$ cat src/rtl/wim_ram.sv
module wim_ram #(
  parameter int WIDTH = 64,
  parameter int DEPTH = 32,
  parameter int AW    = (DEPTH > 1) ? $clog2(DEPTH) : 1
) (
  input  logic             clk,
  input  logic             wr_en,
  input  logic [AW-1:0]    wr_addr,
  input  logic [WIDTH-1:0] wr_data,
  input  logic [AW-1:0]    rd_addr,
  output logic [WIDTH-1:0] rd_data
);

  logic [WIDTH-1:0] mem [DEPTH];

  always_ff @(posedge clk) begin
    if (wr_en) begin
      mem[wr_addr] <= wr_data;
    end
    rd_data <= mem[rd_addr];
  end

endmodule

$ cat config.mk
export PLATFORM = sky130hd
export DESIGN_NAME = wim_ram
export DESIGN_NICKNAME = d
export VERILOG_FILES = /design/src/rtl/wim_ram.sv
export SDC_FILE = /design/constraint.sdc
export NUM_CORES = 2
export LEC_CHECK = 0
export BUFFER_PORTS_ARGS = -buffer_cell sky130_fd_sc_hd__buf_4
export CAP_MARGIN = 10
export CORE_MARGIN = 1.5
export CORE_UTILIZATION = 41
export CTS_CLUSTER_SIZE = 28
export DETAILED_ROUTE_END_ITERATION = 8
export PLACE_DENSITY = 0.65
export SETUP_SLACK_MARGIN = 0.2
export SLEW_MARGIN = 20
export SYNTH_ARGS = -nofsm -noshare
export SYNTH_HDL_FRONTEND = slang
export SYNTH_SLANG_ARGS = --single-unit
$ cat constraint.sdc
create_clock -name clk -period 5.4 [get_ports clk]
set_input_delay 1.08 -clock clk [delete_from_list [all_inputs] [get_ports clk]]
set_output_delay 1.08 -clock clk [all_outputs]
set_load 0.05 [all_outputs]
==> flow_summary.yaml <==
cts:
  cts_inserted_buffers: 197
  clockRootBuffer: "clkbuf_16"
  post_cts_buffers: 0
  holdBufCountCts: 0
  clock_sinks: 2112
  cts_tree: "yes"
  cts-resized-gates: 0
  clock_latency_ps: 840
  h-tree-depth: 4
  clock_path_buffers: 3
  clk_pin_slew_ps: 60
pwr:
  pwr-share-comb_pct: 5.4
  vdd_drop_max_mv: 0.2550
  p_clk_share_pct: 40.6
  p_leak_nw: 28.05
  power.switching_mw: 7.207
  switching_share_pct: 21.25
  p_seq_share_pct: 54.0
  p_int_mw: 26.71
  p_per_area_mw_per_mm2: 374.7
sta:
  worst_pin_slew_ps: 1102
  layout_setup_ws_ps: 2609
  period_minus_slack_ps: 2791
  drv_slew: 0
  period_share_pct: 51.69
  clock_skew_ps: 35.80
  tns_ps: 0
  fmax_mhz: 358.3
  rsz0062_at_grt: "no"
  setup_viol: 0
  final_hold_viol_count: 0
  max-slew-margin-rel_pct: 26.40
floorplanning:
  dieArea_mm2: 0.1952
  core_mm2: 0.1908
  placementRows: 160
  start_util_pct: 41.39
  die_h_um: 441.9
  ioPinCount: 140
  dieWidth_um: 441.9
placed_design:
  place_hpwl_um: 91240
  place_congestion: 0.7165
  pre_cts_slack_ps: 1723
  portBuffers: 139
yosys:
  ys_seq_area_share_pct: 79.50
  syn_avg_cell_area_um2: 25.50
  syn-num-nets: 3173
  synth-edff-count: 2048
  synth.distinct_cells: 31
  netlist_instances: 3097
  synth_ff_type: "edfxtp_1"
  netlist_area_mm2: 0.07896
  async_flop_share_pct: 0
  ys_ff_latch: 2112
  ys_warn_count: 0
critical_path:
  arrival_ps: 3510
  start_kind: "input port"
  crit_path_max_fanout: 59
  cp-end-kind: "flop"
  path_class: "in -> reg"
  cp.required_ps: 6120
global_routing:
  antenna_found_initial: 12
  grt_util_all_layers_pct: 19.36
  grt_pass1_vias: 35900
  grt_overflow: 0
  grt_pass1_wl_um: 268700
  grt_max_degree: 85
flow_run:
  maxCapViolations: 0
detailed_routing:
  wl_per_cell_um: 31.17
  drc: 0
  drt_iter0_drc: 4288
  vias: 35160
  wirelength_um: 189200
  first_pass_iters: 7
  antenna_left: 0
  avgViaCountPerCell: 5.793
outcome:
  outcome: "finished clean"
cells_and_area:
  area_growth_syn_to_layout_pct: 14.65
  drive_gt1_share_pct: 35.07
  nets: 3459
min_path:
  holdCritPathClass: "in -> reg"
[synth_stat cells, types with 2 or more instances]
cell	n	share of area, %
nand3_1	2	0.013
a221oi_1	12	0.13
buf_4	14	0.13
buf_1	19	0.090
nor2_1	41	0.19
mux4_2	602	17
clkbuf_1	55	0.26
o31a_1	3	0.033
nand2b_1	2	0.016
o221ai_1	3	0.033
dfxtp_1	64	1.6
o21ai_0	9	0.057
o22ai_1	10	0.079
a211oi_1	3	0.029
nor2b_1	4	0.032
buf_6	3	0.043
o211ai_1	3	0.029
a22oi_1	3	0.029
buf_2	65	0.41
nand3b_1	5	0.048
nand2_1	3	0.014
mux2i_1	38	0.48
edfxtp_1	2048	78
or3b_2	2	0.022
o2bb2ai_1	3	0.033
and2_1	3	0.024
mux2_2	74	1.1
[flip-flops by register name (all words and copies together), names as in the netlist]
register  count
mem        2048
rd_data      64
[kinds of logic (layout without fill, tap and decap cells)]
family	after synthesis	after routing	share of synthesized area, %
buf+inv	157	610	0.9444
compound gates	50	50	0.4659
flops	2112	2112	79.50
simple gates	64	64	0.3787
other cells	0	8	0
mux	714	714	18.71
[power groups by stage]
stage	registers (mW)	logic [mW]	clock network, mW
global route	18.3	1.93	14.6
CTS	18.3	1.85	14.0
floorplan	18.9	0.914	0
global placement	18.7	1.83	0
finish	18.3	1.82	13.8
detailed placement	18.7	1.85	0
[final timing paths]
check,startpoint,to,slack [ps],cells past startpoint
worst max-delay path,rd_addr[0],rd_data[3],2610,5
worst min-delay path,wr_data[53],mem[14][53],640,1
worst max register to register,mem[7][39],rd_data[39],3580,3
worst min register to register,mem[4][34],rd_data[34],780,3
[per-layer routing]
layer,up-vias,track usage [%],share of wire (%)
met1,19330,26.49,40
met2,1474,32.18,50
met3,265,3.273,7.2
li1,14090,-,-
met5,-,0,0.019
met4,6,5.410,2.3
[layout make-up]
class                   instances  area, µm²
diodes                          8      20.02
clock buffers                 267       5384
clock inverters                99       1023
fillers                     15150     100300
inverters                       1      3.754
multi-input cells             828      15680
flip-flops and latches       2112      62780
well taps                    2511       3142
repair buffers                243       2500
[worst max-delay path: stages]
cell and delay (ps):
buf_8 470, buf_12 470, mux4_2 570, mux4_2 510
mux2_2 280
[cells in the final DEF (no fill, tap or decap), drive strengths merged, types with 5 or more instances in the layout]
master     n
nand3b     5
o21ai      9
mux4     602
buf      243
mux2i     38
clkinv    69
clkbuf   267
bufinv    15
edfxtp  2048
o22ai     10
a221oi    12
inv       12
mux2      74
diode      8
nor2      41
dfxtp     64
[per-stage QoR]
step / hold WS [ps] / power [mW] / util, % / instances / instance area, µm²
floorplan: 721.8 / 19.78 / - / 3097 / 78960
detailed placement: 761.1 / 20.53 / 44.07 / 5694 / 84080
CTS: 584.8 / 34.15 / 47.43 / 6060 / 90480
finish: 642.1 / 33.92 / 47.45 / 6069 / 90530
global placement: 764.0 / 20.50 / 44.07 / 5694 / 84080
global route: 620.0 / 34.89 / 47.44 / 6063 / 90520
No activity file was read; power rests on OpenSTA's default activity.
