$ cat src/rtl/wim_pkg.sv
package wim_pkg;

  localparam int WORD_W                = 64;
  localparam int DIGIT_W               = 16;
  localparam int DIGITS                = WORD_W / DIGIT_W;
  localparam int OPERAND_BYTES_DEFAULT = 256;

  typedef struct packed {
    logic [WORD_W-1:0] multiplicand_word;
    logic [WORD_W-1:0] multiplier_word;
    logic              final_pair;
  } operand_t;

  typedef struct packed {
    logic [WORD_W-1:0] product_word;
    logic              product_last;
  } product_t;

  // Control from the sequencer to the digit-serial multiply-add unit
  typedef struct packed {
    logic load;
    logic step;
  } mac_ctrl_t;

endpackage

$ cat src/rtl/wim_digit_mac.sv
module wim_digit_mac (
  input  logic                        clk,
  input  wim_pkg::mac_ctrl_t          ctrl,
  input  logic [wim_pkg::WORD_W-1:0]  multiplicand,
  input  logic [wim_pkg::WORD_W-1:0]  multiplier,
  input  logic [wim_pkg::WORD_W-1:0]  addend,
  input  logic [wim_pkg::WORD_W-1:0]  carry_in,
  output logic [wim_pkg::WORD_W-1:0]  prod_lo,
  output logic [wim_pkg::WORD_W-1:0]  prod_hi
);
  import wim_pkg::*;

  localparam int PPW = WORD_W + DIGIT_W;
  localparam int SW  = WORD_W + DIGIT_W + 1;

  logic [WORD_W-1:0] a_q;
  logic [WORD_W-1:0] b_sh;
  logic [WORD_W-1:0] x_sh;
  logic [WORD_W-1:0] lo_sh;
  logic [WORD_W:0]   h_q;
  logic [PPW-1:0]    pp;
  logic [SW-1:0]     sum;

  // One multiplier digit against the whole multiplicand, plus running high part
  // and the matching digit of the addend.
  assign pp  = a_q * b_sh[DIGIT_W-1:0];
  assign sum = SW'(h_q) + SW'(pp) + SW'(x_sh[DIGIT_W-1:0]);

  always_ff @(posedge clk) begin
    if (ctrl.load) begin
      a_q  <= multiplicand;
      b_sh <= multiplier;
      x_sh <= addend;
      h_q  <= {1'b0, carry_in};
    end else if (ctrl.step) begin
      b_sh  <= b_sh >> DIGIT_W;
      x_sh  <= x_sh >> DIGIT_W;
      lo_sh <= {sum[DIGIT_W-1:0], lo_sh[WORD_W-1:DIGIT_W]};
      h_q   <= sum[SW-1:DIGIT_W];
    end
  end

  assign prod_lo = lo_sh;
  assign prod_hi = h_q[WORD_W-1:0];

endmodule

$ cat config.mk
export PLATFORM = sky130hd
export DESIGN_NAME = wim_digit_mac
export DESIGN_NICKNAME = d
export VERILOG_FILES = /design/src/rtl/wim_pkg.sv /design/src/rtl/wim_digit_mac.sv
export SDC_FILE = /design/constraint.sdc
export NUM_CORES = 2
export LEC_CHECK = 0
export BUFFER_PORTS_ARGS = -buffer_cell sky130_fd_sc_hd__buf_4
export CORE_AREA = 2 2 370 372
export DETAILED_ROUTE_END_ITERATION = 6
export DIE_AREA = 0 0 372 374
export GPL_ROUTABILITY_DRIVEN = 1
export PLACE_DENSITY = 0.58
export SLEW_MARGIN = 20
export SYNTH_ARGS = -nofsm -noshare
export SYNTH_HDL_FRONTEND = slang
export SYNTH_SLANG_ARGS = --single-unit
$ cat constraint.sdc
create_clock -name clk -period 16.5 [get_ports clk]
set_input_delay 0.825 -clock clk [delete_from_list [all_inputs] [get_ports clk]]
set_output_delay 0.825 -clock clk [all_outputs]
set_load 0.005 [all_outputs]
==> impl_metrics.tcl <==
set metrics [dict create \
    total_number_of_vias 32800 \
    rr_worst_depth 22 \
    hold_path.class "primary input to flop" \
    io-pin-count 387 \
    netlist_top_cells_area "fa_1 (40%), edfxtp_1 (20%), inv_1 (8.7%)" \
    placementRows 135 \
    critPathBufInv 4 \
    number_of_routed_nets_with_antenna_violations 0 \
    design_area_sq_mm 0.0523 \
    number_of_synthesized_flops_with_an_enable_pin 320 \
    buffers_inserted_during_post_cts_setup_optimization 0 \
    async_reset_ff_share_pct 0 \
    initial_antenna_violation_count 6 \
    post_synth_num_cell_types 64 \
    worst_pin_slew_ns 1.11 \
    critical_path.cell_chain "buf_4 > nand2_1 > fa_1 > fa_1 > inv_1 > fa_1 > fa_1 > fa_1 > inv_1 > fa_1 > inv_1 > ha_1 > a21oi_1 > nand2_1 > a21oi_1 > o21ai_1 > a31oi_1 > o21ai_0 > a2111oi_1 > nor3_1 > nor4_1 > a311oi_1" \
    timing.critical_path.slowest_cell_delay_ns 1.05 \
    final_layout_size_suffix_gt1_share_pct 12.0 \
    clock-root-buffer "clkbuf_16" \
    drt_pass1_iterations 5 \
    min_from "multiplicand[45]" \
    gpl.final_weighted_congestion 0.933 \
    met1_usage_pct 27.4 \
    clk_latency_ns 0.65 \
    arrival_time_of_data_at_the_critical_path_endpoint_ns 8.71 \
    ys_seq_area_share_pct 20.5 \
    vias_in_the_first_global_route 35600 \
    worst-setup-path-type "flop to flop" \
    cts_buffers 44 \
    postSynthCellCount 4748 \
    drv.max_cap_violation_count 0 \
    cts-resized-gates 0 \
    critical-path-top-delay-family "adder cells" \
    clk_path_buf_depth 3 \
    initial_core_util_pct 34.7 \
    maximum_fanout_encountered_on_the_critical_timing_path 64 \
    clock_tree_from_tritoncts "yes" \
    fin_hold_ws_ns 0.358 \
    worst_path_max_delay_cell "a2111oi_1" \
    worst-r2r-setup-slack_ns 8.17 \
    endpoint_kind "flop" \
    netlist.area_leader.share_pct 40.5 \
    timing.final.max_slew_violations 0 \
    grt.busiest_layer "met2" \
    core_outline_area_sq_mm 0.135 \
    grt_util_all_layers_pct 20.8 \
    rsz_0062_raised_after_global_routing "no" \
    worst-endpoint-required_ns 16.88 \
    max_transition_margin_pct 26.0 \
    yosys_most_used_dff "edfxtp_1" \
    grt_overflow 0 \
    detail_route.wirelength_mm 141 \
    postSynthRegisterBits 321 \
    synthTopCellsByCount "inv_1 (1081), fa_1 (948), nand2_1 (794)" \
    design.final.nets 6319 \
    synthesis.area_sq_mm 0.0469 \
    grt_start_max_net_pins 181 \
    gr-usage-met3_pct 3.26 \
    drt_drc_violations_left 0 \
    cts-hold-fix-buffers 0 \
    hold_depth 1 \
    tritoncts_num_sinks 321 \
    synth-warning-count 0 \
    finalSetupTns_ns 0 \
    detail_route.iter0.violations 2454 \
    cts.htree.levels 2 \
    die_h_um 374 \
    setup_viol_count_final 0 \
    synthMostInstantiatedCell "inv_1" \
    synth_area_leader_cell "fa_1" \
    startpoint_type "flop" \
    layout-area-overhead-vs-synth_pct 11.6 \
    worst_r2r_startpoint "b_sh[1]$_DFFE_PP_" \
    final_hold_viol_count 0 \
    status "complete, no violations" \
    fmaxAchievable_mhz 120 \
    fill_cells 13400 \
    global_route_wire_length_before_repair_mm 219 \
    die-area_sq_mm 0.139 \
    chipWidth_um 372 \
    hold_critical_path_endpoint "a_q[45]$_DFFE_PP_" \
    port_buffers 386 \
    placement.cell_area_sq_mm 0.0509 \
    routed_wire_per_std_cell_um 21.0 \
    fin_crit_share_pct 50.5 \
    detailedPlacementHpwl_mm 111 \
    via_density 4.87 \
    final.min_clock_period_ns 8.33 \
    worst_path_most_repeated_cell "fa_1" \
    syn_nets 6159 \
    postSynthAreaPerCell_sq_um 9.88 \
    grtUsageMet2_pct 35.7 \
    r2r-end "h_q[63]$_DFFE_PP_" \
    worst_setup_hold_path_clk_slew_ns 0.06 \
    finalClockSkew_ns 0.0357 \
]
[registers in the layout (all words and copies together) (netlist names)]
signal	count
a_q	64
x_sh	64
prod_lo	64
b_sh	64
h_q	65
[cell families after synthesis]
group                    Yosys count  synth area share, %
multiplexers                      98                 2.35
AND/OR/NAND/NOR                 1374                 13.8
buffers and inverters           1384                 11.6
XOR/XNOR                          72                 1.34
flip-flops                       321                 20.5
AO/OA/AOI/OAI                    347                 4.49
adder cells (fa/ha/maj)         1152                 45.9
[layer usage]
layer / up-vias / share of wire [%]
li1: 14500 / -
met1: 17200 / 41
met2: 938 / 50
met3: 164 / 5.8
met4: 0 / 2.5
met5: - / 0
[placed cells by master, fill, tap and decap left out, drive strengths merged, types with 9 or more instances in the layout]
cell type     n
inv        1087
fa          948
nand2       794
and2        421
buf         417
edfxtp      320
ha          204
a21oi       115
o21ai       114
mux2         96
nor2         55
clkbuf       51
xnor2        47
nand4        29
xor2         25
o21bai       25
a21o         17
nor3         15
nand3        13
clkinv       13
o211ai       11
and3         10
a211oi        9
a31oi         9
o21a          9
[area by class of cell]
class                   instances  area [sq um]  share of cell area (%)
multi-input cells            3043         31800                    60.8
flip-flops and latches        321          9630                    18.4
well taps                    1781          2230                    4.26
clock buffers                  51          1130                    2.15
diodes                          3          7.51                  0.0143
inverters                    1081          4060                    7.75
repair buffers                417          3150                    6.02
clock inverters                29           310                   0.593
[through the flow]
step | util (%) | worst slack (ns) | cells
detailed placement | 37.7 | 8.31 | 6643
finish | 38.8 | 8.17 | 6726
global placement | 37.7 | 8.43 | 6643
floorplan | - | 10.05 | 4748
global route | 38.8 | 7.86 | 6726
CTS | 38.8 | 8.33 | 6723
[how the worst max path moves through the flow]
stage / from / end / slack [ns] / cells after the start
final: b_sh[1]$_DFFE_PP_ / h_q[63]$_DFFE_PP_ / 8.17 / 22
after global placement: b_sh[12]$_DFFE_PP_ / h_q[49]$_DFFE_PP_ / 8.43 / 22
after global routing: b_sh[8]$_DFFE_PP_ / h_q[59]$_DFFE_PP_ / 7.86 / 22
after detailed placement: b_sh[8]$_DFFE_PP_ / h_q[63]$_DFFE_PP_ / 8.31 / 22
after floorplan: b_sh[1]$_DFFE_PP_ / h_q[64]$_SDFFE_PP0P_ / 10.05 / 23
after CTS: b_sh[8]$_DFFE_PP_ / h_q[63]$_DFFE_PP_ / 8.33 / 22
Power is not shown: default switching activity piles up to over one toggle a cycle in this logic, so the estimate is an artifact.
